==> config.mk <==
export PLATFORM = sky130hd
export DESIGN_NAME = modular_exponentiation
export DESIGN_NICKNAME = d
export VERILOG_FILES = /design/src/rtl/mexp_pkg.sv /design/src/rtl/modular_exponentiation.sv /design/src/rtl/mexp_rem.sv /design/src/rtl/mexp_dp.sv /design/src/rtl/mexp_ctrl.sv
export SDC_FILE = /design/constraint.sdc
export NUM_CORES = 2
export LEC_CHECK = 0
export BUFFER_PORTS_ARGS = -buffer_cell sky130_fd_sc_hd__buf_2
export CAP_MARGIN = 20
export CORE_MARGIN = 10
export CORE_UTILIZATION = 37
export CTS_CLUSTER_SIZE = 14
export DETAILED_ROUTE_END_ITERATION = 10
export HOLD_SLACK_MARGIN = 0.03
export PLACE_DENSITY = 0.48
export REMOVE_ABC_BUFFERS = 1
export SYNTH_ARGS = -nofsm -noshare
export SYNTH_HDL_FRONTEND = slang
export SYNTH_HIERARCHICAL = 1
export SYNTH_SLANG_ARGS = --single-unit
==> constraint.sdc <==
create_clock -name clk -period 14.9 [get_ports clk]
set_input_delay 0.745 -clock clk [delete_from_list [all_inputs] [get_ports clk]]
set_output_delay 0.745 -clock clk [all_outputs]
set_load 0.03 [all_outputs]
==> src/rtl/mexp_pkg.sv <==
// mexp_pkg: shared types and constants for the modular exponentiation block
// holds the controller state enum and the command and status structs
// no dependencies
package mexp_pkg;

  // modulus value after reset
  localparam logic [30:0] MOD_RESET = 31'd1000000007;

  typedef enum logic [3:0] {
    ST_IDLE,
    ST_BASE,
    ST_GCD,
    ST_GCD_WAIT,
    ST_SQ_MUL,
    ST_SQ_GO,
    ST_SQ_WAIT,
    ST_MU_MUL,
    ST_MU_GO,
    ST_MU_WAIT,
    ST_OUT
  } mexp_state_t;

  // dividend source of the remainder unit
  typedef enum logic [1:0] {
    SRC_BASE,
    SRC_GCD,
    SRC_PROD
  } rem_src_t;

  typedef struct packed {
    logic     load;
    logic     set_zero;
    logic     rem_go;
    rem_src_t rem_src;
    logic     mul_go;
    logic     mul_sq;
    logic     take_base;
    logic     take_gcd;
    logic     take_r;
    logic     e_shift;
    logic     out_load;
  } mexp_cmd_t;

  typedef struct packed {
    logic m_small;
    logic op;
    logic gb_zero;
    logic e_msb;
    logic bits_done;
    logic rem_done;
    logic out_free;
  } mexp_stat_t;

endpackage

==> src/rtl/modular_exponentiation.sv <==
// modular_exponentiation: top level, base^exponent or Fermat inverse mod a modulus
// depends on mexp_pkg, mexp_ctrl, mexp_dp
//
// usage
//   cfg channel: cfg_valid/cfg_ready write word carries the modulus; ready is
//   always high, write only while the block is idle
//   in channel: in_valid/in_stall word of opcode, base, exponent; one word is
//   worked on at a time and in_stall is high until its result is handed on
//   out channel: out_valid/out_stall word of result and no_inverse, held in an
//   output register, so the next input word can be taken while it waits
// operation
//   each 62-bit reduction runs through a one-bit-per-cycle remainder unit,
//   once per square or multiply step; power: max(EXP_BITS,MOD_BITS) squares
//   plus one multiply per set exponent bit; both opcodes start with a base
//   reduction, and inverse adds the gcd steps
// reset
//   synchronous active-low; modulus returns to 1000000007, block goes idle,
//   output word is dropped
// stall
//   a stalled result stays in the output register; the block then holds its
//   finished value and keeps in_stall high until the register frees
module modular_exponentiation
  import mexp_pkg::*;
#(
  parameter int EXP_BITS = 32,
  parameter int MOD_BITS = 31
) (
  input  logic        clk,
  input  logic        rst_n,
  input  logic        cfg_valid,
  output logic        cfg_ready,
  input  logic [30:0] cfg_modulus,
  input  logic        in_valid,
  output logic        in_stall,
  input  logic        in_opcode,
  input  logic [30:0] in_base,
  input  logic [31:0] in_exponent,
  output logic        out_valid,
  input  logic        out_stall,
  output logic [30:0] out_result,
  output logic        out_no_inverse
);

  mexp_cmd_t  cmd;
  mexp_stat_t st;

  assign cfg_ready = 1'b1;

  mexp_ctrl u_ctrl (
    .clk      (clk),
    .rst_n    (rst_n),
    .in_valid (in_valid),
    .in_stall (in_stall),
    .st       (st),
    .cmd      (cmd)
  );

  mexp_dp #(.EXP_BITS(EXP_BITS), .MOD_BITS(MOD_BITS)) u_dp (
    .clk            (clk),
    .rst_n          (rst_n),
    .cmd            (cmd),
    .st             (st),
    .cfg_valid      (cfg_valid),
    .cfg_modulus    (cfg_modulus),
    .in_opcode      (in_opcode),
    .in_base        (in_base),
    .in_exponent    (in_exponent),
    .out_valid      (out_valid),
    .out_stall      (out_stall),
    .out_result     (out_result),
    .out_no_inverse (out_no_inverse)
  );

endmodule

==> src/rtl/mexp_rem.sv <==
// mexp_rem: restoring remainder unit, one dividend bit per cycle
// depends on nothing; used by mexp_dp
module mexp_rem #(
  parameter int W  = 31,
  parameter int DW = 62
) (
  input  logic          clk,
  input  logic          rst_n,
  input  logic          start,
  input  logic [DW-1:0] dividend,
  input  logic [W-1:0]  divisor,
  output logic          done,
  output logic [W-1:0]  rem
);

  localparam int CW = $clog2(DW + 1);

  logic          busy_r, busy_nxt;
  logic          done_r, done_nxt;
  logic [CW-1:0] cnt_r, cnt_nxt;
  logic [DW-1:0] dvd_r, dvd_nxt;
  logic [W-1:0]  rem_r, rem_nxt;
  logic [W:0]    trial;
  logic [W:0]    diff;

  // shift in next dividend bit, subtract divisor when it fits
  always_comb begin
    trial = {rem_r, dvd_r[DW-1]};
    diff  = trial - {1'b0, divisor};
  end

  always_comb begin
    busy_nxt = busy_r;
    done_nxt = 1'b0;
    cnt_nxt  = cnt_r;
    dvd_nxt  = dvd_r;
    rem_nxt  = rem_r;
    if (start) begin
      busy_nxt = 1'b1;
      cnt_nxt  = CW'(DW);
      dvd_nxt  = dividend;
      rem_nxt  = '0;
    end else if (busy_r) begin
      dvd_nxt = {dvd_r[DW-2:0], 1'b0};
      rem_nxt = (trial >= {1'b0, divisor}) ? diff[W-1:0] : trial[W-1:0];
      cnt_nxt = cnt_r - CW'(1);
      if (cnt_r == CW'(1)) begin
        busy_nxt = 1'b0;
        done_nxt = 1'b1;
      end
    end
  end

  always_ff @(posedge clk) begin
    if (!rst_n) begin
      busy_r <= 1'b0;
      done_r <= 1'b0;
      cnt_r  <= '0;
    end else begin
      busy_r <= busy_nxt;
      done_r <= done_nxt;
      cnt_r  <= cnt_nxt;
    end
    dvd_r <= dvd_nxt;
    rem_r <= rem_nxt;
  end

  assign done = done_r;
  assign rem  = rem_r;

endmodule

==> src/rtl/mexp_dp.sv <==
// mexp_dp: datapath with modulus register, multiplier, remainder unit and output word
// depends on mexp_pkg and mexp_rem
module mexp_dp
  import mexp_pkg::*;
#(
  parameter int EXP_BITS = 32,
  parameter int MOD_BITS = 31
) (
  input  logic        clk,
  input  logic        rst_n,
  input  mexp_cmd_t   cmd,
  output mexp_stat_t  st,
  input  logic        cfg_valid,
  input  logic [30:0] cfg_modulus,
  input  logic        in_opcode,
  input  logic [30:0] in_base,
  input  logic [31:0] in_exponent,
  output logic        out_valid,
  input  logic        out_stall,
  output logic [30:0] out_result,
  output logic        out_no_inverse
);

  localparam int W  = MOD_BITS;
  localparam int EW = (EXP_BITS > MOD_BITS) ? EXP_BITS : MOD_BITS;
  localparam int DW = (2 * MOD_BITS > 31) ? 2 * MOD_BITS : 31;
  localparam int CW = $clog2(EW + 1);
  localparam logic [W-1:0] ONE = {{(W-1){1'b0}}, 1'b1};

  logic [W-1:0]   m_r;
  logic           op_r;
  logic [EW-1:0]  e_r;
  logic [CW-1:0]  cnt_r;
  logic [W-1:0]   b_r;
  logic [W-1:0]   r_r;
  logic [W-1:0]   ga_r;
  logic [W-1:0]   gb_r;
  logic [2*W-1:0] prod_r;
  rem_src_t       src_r;
  logic           out_valid_r;
  logic [30:0]    out_result_r;
  logic           out_ni_r;
  logic [63:0]    exp_wide;
  logic [DW-1:0]  rem_dvd;
  logic [W-1:0]   rem_div;
  logic           rem_done;
  logic [W-1:0]   rem_val;
  logic           m_small;

  assign exp_wide = {32'd0, in_exponent};
  assign m_small  = (m_r < W'(2));

  // remainder operand selection
  always_comb begin
    case (cmd.rem_src)
      SRC_BASE: rem_dvd = DW'(in_base);
      SRC_GCD:  rem_dvd = DW'(ga_r);
      SRC_PROD: rem_dvd = DW'(prod_r);
      default:  rem_dvd = '0;
    endcase
    rem_div = (src_r == SRC_GCD) ? gb_r : m_r;
  end

  mexp_rem #(.W(W), .DW(DW)) u_rem (
    .clk      (clk),
    .rst_n    (rst_n),
    .start    (cmd.rem_go),
    .dividend (rem_dvd),
    .divisor  (rem_div),
    .done     (rem_done),
    .rem      (rem_val)
  );

  // modulus register
  always_ff @(posedge clk) begin
    if (!rst_n) begin
      m_r <= MOD_RESET[W-1:0];
    end else if (cfg_valid) begin
      m_r <= cfg_modulus[W-1:0];
    end
  end

  // working registers
  always_ff @(posedge clk) begin
    if (cmd.rem_go) begin
      src_r <= cmd.rem_src;
    end
    if (cmd.load) begin
      op_r  <= in_opcode;
      e_r   <= in_opcode ? EW'(m_r - W'(2)) : EW'(exp_wide[EXP_BITS-1:0]);
      cnt_r <= CW'(EW);
    end else if (cmd.e_shift) begin
      e_r   <= {e_r[EW-2:0], 1'b0};
      cnt_r <= cnt_r - CW'(1);
    end
    if (cmd.set_zero) begin
      r_r <= '0;
    end else if (cmd.take_base) begin
      r_r <= ONE;
    end else if (cmd.take_r) begin
      r_r <= rem_val;
    end
    if (cmd.take_base) begin
      b_r  <= rem_val;
      ga_r <= m_r;
      gb_r <= rem_val;
    end else if (cmd.take_gcd) begin
      ga_r <= gb_r;
      gb_r <= rem_val;
    end
    if (cmd.mul_go) begin
      prod_r <= (2*W)'(r_r) * (2*W)'(cmd.mul_sq ? r_r : b_r);
    end
  end

  // output word
  always_ff @(posedge clk) begin
    if (!rst_n) begin
      out_valid_r <= 1'b0;
    end else if (cmd.out_load) begin
      out_valid_r <= 1'b1;
    end else if (!out_stall) begin
      out_valid_r <= 1'b0;
    end
    if (cmd.out_load) begin
      out_result_r <= 31'(r_r);
      out_ni_r     <= op_r & (m_small | (ga_r != ONE));
    end
  end

  assign out_valid      = out_valid_r;
  assign out_result     = out_result_r;
  assign out_no_inverse = out_ni_r;

  // status to controller
  always_comb begin
    st.m_small   = m_small;
    st.op        = op_r;
    st.gb_zero   = (gb_r == '0);
    st.e_msb     = e_r[EW-1];
    st.bits_done = (cnt_r == '0);
    st.rem_done  = rem_done;
    st.out_free  = !out_valid_r || !out_stall;
  end

  a_out_free: assert property (@(posedge clk) disable iff (!rst_n)
    cmd.out_load |-> (!out_valid_r || !out_stall))
    else $error("output word overwritten while held");

  a_r_reduced: assert property (@(posedge clk) disable iff (!rst_n)
    (cmd.out_load && !m_small) |-> (r_r < m_r))
    else $error("result not reduced");

  a_rem_range: assert property (@(posedge clk) disable iff (!rst_n)
    (rem_done && src_r == SRC_PROD) |-> (rem_val < m_r))
    else $error("remainder out of range");

endmodule

==> src/rtl/mexp_ctrl.sv <==
// mexp_ctrl: sequencer for base reduction, gcd check and square and multiply
// depends on mexp_pkg
module mexp_ctrl
  import mexp_pkg::*;
(
  input  logic       clk,
  input  logic       rst_n,
  input  logic       in_valid,
  output logic       in_stall,
  input  mexp_stat_t st,
  output mexp_cmd_t  cmd
);

  mexp_state_t state_r, state_nxt;

  // next state
  always_comb begin
    state_nxt = state_r;
    case (state_r)
      ST_IDLE:     if (in_valid) state_nxt = st.m_small ? ST_OUT : ST_BASE;
      ST_BASE:     if (st.rem_done) state_nxt = st.op ? ST_GCD : ST_SQ_MUL;
      ST_GCD:      state_nxt = st.gb_zero ? ST_SQ_MUL : ST_GCD_WAIT;
      ST_GCD_WAIT: if (st.rem_done) state_nxt = ST_GCD;
      ST_SQ_MUL:   state_nxt = st.bits_done ? ST_OUT : ST_SQ_GO;
      ST_SQ_GO:    state_nxt = ST_SQ_WAIT;
      ST_SQ_WAIT:  if (st.rem_done) state_nxt = st.e_msb ? ST_MU_MUL : ST_SQ_MUL;
      ST_MU_MUL:   state_nxt = ST_MU_GO;
      ST_MU_GO:    state_nxt = ST_MU_WAIT;
      ST_MU_WAIT:  if (st.rem_done) state_nxt = ST_SQ_MUL;
      ST_OUT:      if (st.out_free) state_nxt = ST_IDLE;
      default:     state_nxt = ST_IDLE;
    endcase
  end

  // commands
  always_comb begin
    cmd = '0;
    cmd.rem_src = SRC_PROD;
    case (state_r)
      ST_IDLE: begin
        if (in_valid) begin
          cmd.load = 1'b1;
          if (st.m_small) begin
            cmd.set_zero = 1'b1;
          end else begin
            cmd.rem_go  = 1'b1;
            cmd.rem_src = SRC_BASE;
          end
        end
      end
      ST_BASE:     cmd.take_base = st.rem_done;
      ST_GCD: begin
        if (!st.gb_zero) begin
          cmd.rem_go  = 1'b1;
          cmd.rem_src = SRC_GCD;
        end
      end
      ST_GCD_WAIT: cmd.take_gcd = st.rem_done;
      ST_SQ_MUL: begin
        cmd.mul_go = !st.bits_done;
        cmd.mul_sq = 1'b1;
      end
      ST_SQ_GO:    cmd.rem_go = 1'b1;
      ST_SQ_WAIT: begin
        cmd.take_r  = st.rem_done;
        cmd.e_shift = st.rem_done && !st.e_msb;
      end
      ST_MU_MUL:   cmd.mul_go = 1'b1;
      ST_MU_GO:    cmd.rem_go = 1'b1;
      ST_MU_WAIT: begin
        cmd.take_r  = st.rem_done;
        cmd.e_shift = st.rem_done;
      end
      ST_OUT:      cmd.out_load = st.out_free;
      default:     cmd = '0;
    endcase
  end

  always_ff @(posedge clk) begin
    if (!rst_n) begin
      state_r <= ST_IDLE;
    end else begin
      state_r <= state_nxt;
    end
  end

  assign in_stall = (state_r != ST_IDLE);

endmodule

==> metrics.md <==
| Metric | Value |
|---|---|
| Result of the run | finished clean |
| Post-detailed-route via-to-cell ratio | 5.104 |
| DP HPWL | 115900 microns |
| Site Rows | 135 |
| Boundary pin count | 135 |
| Via total after detailed routing | 35100 |
| Number of detailed-routing iterations run before antenna repair | 5 |
| Wire length of the first global-routing pass | 236200 microns |
| Clock transition at the register clock pins on the worst setup and hold paths after CTS | 60 ps |
| Post-route clock period utilization | 0.7095 |
| Reg2reg setup slack | 4330 ps |
| Peak clock frequency supported by timing | 0.09459 GHz |
| Setup CP Type | reg2reg |
| Share of Yosys cell area claimed by the top area cell type | 0.3316 |
| Area added between synthesis and finish | 7.598% |
| Worst path max stage delay | 830 ps |
| Largest net degree at the start of global routing | 66 |
| Initial antenna violation count | 1 |
| Final period demand of the worst path | 10570 ps |
| Horizontal extent of the die | 389.8 microns |
| Num CTS Buffers | 51 |
| Worst setup startpoint | u_ctrl/state_r[2]$_SDFFE_PN0P_ |
| Filler cell count | 13540 |
| H-tree lvl count | 2 |
| Worst path depth | 26 |
| Post-cts repair resize count | 0 |
| Starting DRT DRC Count | 1875 |
| Critical Path End Type | flip-flop |
| Slew HR | 0.2717 |
| Ranking of synthesized cells by area | sky130_fd_sc_hd__fa_1 (33%), sky130_fd_sc_hd__edfxtp_1 (17%), sky130_fd_sc_hd__ha_1 (7.2%) |
| Count of hold buffers inserted by post-cts repair | 0 |
| Actual transition at the worst max-transition pin | 1093 ps |
| Clock latency on the worst-skew pair | 650 ps |
| FFs w/ async S/R, synth | 0 |
| Antenna Nets Post-Route | 0 |
| Beginning of the worst hold path | cfg_modulus[15] |
| Peak fanout along the critical path | 62 |
| Required arrival time at the worst endpoint | 15260 ps |
| Clock Path Buffers | 3 |
| Max Clock Skew | 53.01 ps |
| Final number of setup-violating endpoints | 0 |
| Sequential area share after synthesis | 0.2129 |
| Setup fix buffers added after clock tree synthesis | 0 |
| Data arrival time of the critical path | 10930 ps |
| Number of DRC violations after detailed routing | 0 |
| Overall track demand over capacity in global routing | 0.2025 |
| Synth Flop Type | sky130_fd_sc_hd__edfxtp_1 |
| Die span in y | 389.8 microns |
| Die area | 151900 sq um |
| Dominant cell type by count on the critical path | sky130_fd_sc_hd__fa_1 |
| Post-detailed-routing wire length | 152900 microns |
| Setup TNS Final | 0 ps |
| Layout cells sized above 1 | 0.09992 |
| Final global-route overflow total | 0 |
| Type of the most critical hold path | in2reg |
| Top cell type by total area after synthesis | sky130_fd_sc_hd__fa_1 |
| R2r worst-path depth | 26 |
| Post-synthesis instance area | 50590 sq um |
| Fin. max-slew vios | 0 |
| Synth cell types | 93 |
| Setup repair after global routing missed its margin | no |
| Routability congestion estimate | 0.8944 |
| Critical Path Start Type | flip-flop |
| Via count of the first global-routing pass | 37520 |
| Capture point of the worst path | u_dp/prod_r[60]$_DFFE_PP_ |
| WL/cell | 22.24 microns |
| Largest delay contributor family on the critical path | adder cells |
| Cell with the largest stage delay on the worst path | sky130_fd_sc_hd__dfxtp_1 |
| Root cell of the clock tree | sky130_fd_sc_hd__clkbuf_16 |
| Maximum Capacitance Violations | 0 |
| Net count of the finished layout | 6280 |
| CTS Sinks | 396 |
| Number of buffers and inverters on the critical path | 4 |
| EDFF count, synth | 284 |
| Total number of yosys warnings | 6 |
| Critical R2R Capture | u_dp/prod_r[60]$_DFFE_PP_ |
| Core ar. | 135600 sq um |
| Clock tree from TritonCTS | yes |
| Average instance area after synthesis | 9.896 sq um |
| Post-synthesis sequential element count | 396 |
| IO Port Bufs | 133 |
| Worst reg2reg startpoint | u_ctrl/state_r[2]$_SDFFE_PN0P_ |
| Number of instances in the synthesized netlist | 5112 |
| Starting density of the core | 0.3730 |
| Number of hold-slack violations in the final timing report | 0 |
cells in the final DEF (no fill, tap or decap), types with 7 or more instances in the layout:
| cell type | n |
|---|---|
| sky130_fd_sc_hd__o22ai_1 | 9 |
| sky130_fd_sc_hd__or2_2 | 8 |
| sky130_fd_sc_hd__inv_6 | 8 |
| sky130_fd_sc_hd__xor2_1 | 43 |
| sky130_fd_sc_hd__nand4_1 | 23 |
| sky130_fd_sc_hd__fa_1 | 838 |
| sky130_fd_sc_hd__nor2b_1 | 37 |
| sky130_fd_sc_hd__a31oi_1 | 22 |
| sky130_fd_sc_hd__nor4_1 | 23 |
| sky130_fd_sc_hd__o211ai_1 | 17 |
| sky130_fd_sc_hd__a21boi_0 | 8 |
| sky130_fd_sc_hd__a21oi_1 | 146 |
| sky130_fd_sc_hd__buf_2 | 133 |
| sky130_fd_sc_hd__nor2_1 | 190 |
| sky130_fd_sc_hd__nor3_1 | 31 |
| sky130_fd_sc_hd__xnor2_1 | 72 |
| sky130_fd_sc_hd__o21a_1 | 28 |
| sky130_fd_sc_hd__mux2_2 | 179 |
| sky130_fd_sc_hd__and3_1 | 11 |
| sky130_fd_sc_hd__a21o_1 | 29 |
| sky130_fd_sc_hd__o21bai_1 | 16 |
| sky130_fd_sc_hd__nand2_1 | 596 |
| sky130_fd_sc_hd__ha_1 | 291 |
| sky130_fd_sc_hd__clkbuf_16 | 52 |
| sky130_fd_sc_hd__clkbuf_1 | 7 |
| sky130_fd_sc_hd__buf_4 | 61 |
| sky130_fd_sc_hd__a211oi_1 | 26 |
| sky130_fd_sc_hd__inv_1 | 855 |
| sky130_fd_sc_hd__nand2b_1 | 17 |
| sky130_fd_sc_hd__edfxtp_1 | 284 |
| sky130_fd_sc_hd__o21ai_0 | 109 |
| sky130_fd_sc_hd__and2_1 | 534 |
| sky130_fd_sc_hd__dfxtp_1 | 111 |
| sky130_fd_sc_hd__nand3_1 | 23 |
| sky130_fd_sc_hd__mux2i_1 | 104 |
stage by stage:
step | utilization | cells | worst slack [ps] | cell area [sq um] | hold WS, ps
after global placement | 0.3886 | 6777 | 4571 | 52710 | 487.5
after global routing | 0.4013 | 6875 | 3993 | 54420 | 310.9
after detailed placement | 0.3886 | 6777 | 4509 | 52710 | 495.0
after floorplan | - | 4802 | 3211 | 49300 | 468.5
final | 0.4013 | 6877 | 4328 | 54430 | 329.2
after CTS | 0.4011 | 6873 | 4467 | 54410 | 287.5
synth_stat cells (13+ instances only):
cell type	n
sky130_fd_sc_hd__nor2b_1	39
sky130_fd_sc_hd__nand3_1	23
sky130_fd_sc_hd__mux2_2	179
sky130_fd_sc_hd__a211oi_1	26
sky130_fd_sc_hd__o21a_1	29
sky130_fd_sc_hd__mux2i_1	104
sky130_fd_sc_hd__nand2b_1	17
sky130_fd_sc_hd__xor2_1	43
sky130_fd_sc_hd__inv_1	856
sky130_fd_sc_hd__o21bai_1	16
sky130_fd_sc_hd__nand2_1	596
sky130_fd_sc_hd__nand4_1	23
sky130_fd_sc_hd__and3_1	13
sky130_fd_sc_hd__a21o_1	29
sky130_fd_sc_hd__nor4_1	23
sky130_fd_sc_hd__o211ai_1	17
sky130_fd_sc_hd__edfxtp_1	284
sky130_fd_sc_hd__and2_1	534
sky130_fd_sc_hd__fa_1	838
sky130_fd_sc_hd__a21oi_1	148
sky130_fd_sc_hd__dfxtp_1	112
sky130_fd_sc_hd__nor3_1	32
sky130_fd_sc_hd__nor2_1	190
sky130_fd_sc_hd__ha_1	291
sky130_fd_sc_hd__xnor2_1	72
sky130_fd_sc_hd__clkbuf_1	273
sky130_fd_sc_hd__a31oi_1	22
sky130_fd_sc_hd__o21ai_0	110
layer usage:
| metal | global-route usage | share of wire | vias up |
|---|---|---|---|
| met1 | 0.2679 | 0.44 | 18330 |
| li1 | - | - | 15930 |
| met2 | 0.3566 | 0.50 | 679 |
| met5 | 0 | 0 | - |
| met4 | 0.04610 | 0.023 | 0 |
| met3 | 0.01901 | 0.033 | 162 |
tightest hold or removal path, cell delays in order:
cell,delay [ps]
sky130_fd_sc_hd__buf_2,80
sky130_fd_sc_hd__mux2i_1,60
sky130_fd_sc_hd__nand2_1,60
state kept, by name (all words and copies together) (netlist names):
signal / count
u_dp/ga_r: 31
u_dp/out_no_inverse: 1
u_dp/u_rem/dvd_r: 62
u_dp/prod_r: 62
u_dp/u_rem/busy_r: 1
u_dp/e_r: 32
u_dp/u_rem/done: 1
u_dp/gb_r: 31
u_ctrl/state_r: 4
u_dp/m_r: 31
u_dp/op_r: 1
u_dp/src_r: 2
u_dp/cnt_r: 6
u_dp/u_rem/rem: 31
u_dp/b_r: 31
u_dp/r_r: 31
u_dp/u_rem/cnt_r: 6
u_dp/out_valid: 1
u_dp/out_result: 31
worst min-delay path by stage:
| stage | endpoint | slack (ps) | depth (start not counted) |
|---|---|---|---|
| after detailed placement | u_dp/cnt_r[1]$_SDFFE_PP0P_ | 490 | 2 |
| after global routing | u_dp/m_r[0]$_SDFFE_PN1P_ | 310 | 3 |
| final | u_dp/m_r[15]$_SDFFE_PN1P_ | 330 | 3 |
| after global placement | u_dp/cnt_r[1]$_SDFFE_PP0P_ | 490 | 2 |
| after floorplan | u_dp/cnt_r[1]$_SDFFE_PP0P_ | 470 | 2 |
| after CTS | u_dp/m_r[15]$_SDFFE_PN1P_ | 290 | 3 |
cell families after synthesis:
| group | count (synthesis) | synth area share |
|---|---|---|
| muxes | 284 | 0.06072 |
| xor gates and xnor gates | 115 | 0.01991 |
| AOI/OAI and AO/OA | 483 | 0.06095 |
| adders and majority gates | 1129 | 0.4036 |
| other | 1 | 0.00007413 |
| DFF | 396 | 0.2129 |
| buffers and inverters | 1167 | 0.08892 |
| and+or+nand+nor | 1537 | 0.1529 |
area by class of cell:
cell class                 instances  area, sq um  area share
sequential                       396        10770      0.1979
clock buffer                      64         1396     0.02565
antenna                            2        5.005  0.00009195
timing repair buffer             196         1140     0.02094
tap                             1781         2228     0.04094
multi-input combinational       3549        35370      0.6498
inverter                         857         3217     0.05910
clock inverter                    32        305.3    0.005609
Power is not shown: default switching activity piles up to over one toggle a cycle in this logic, so the estimate is an artifact.
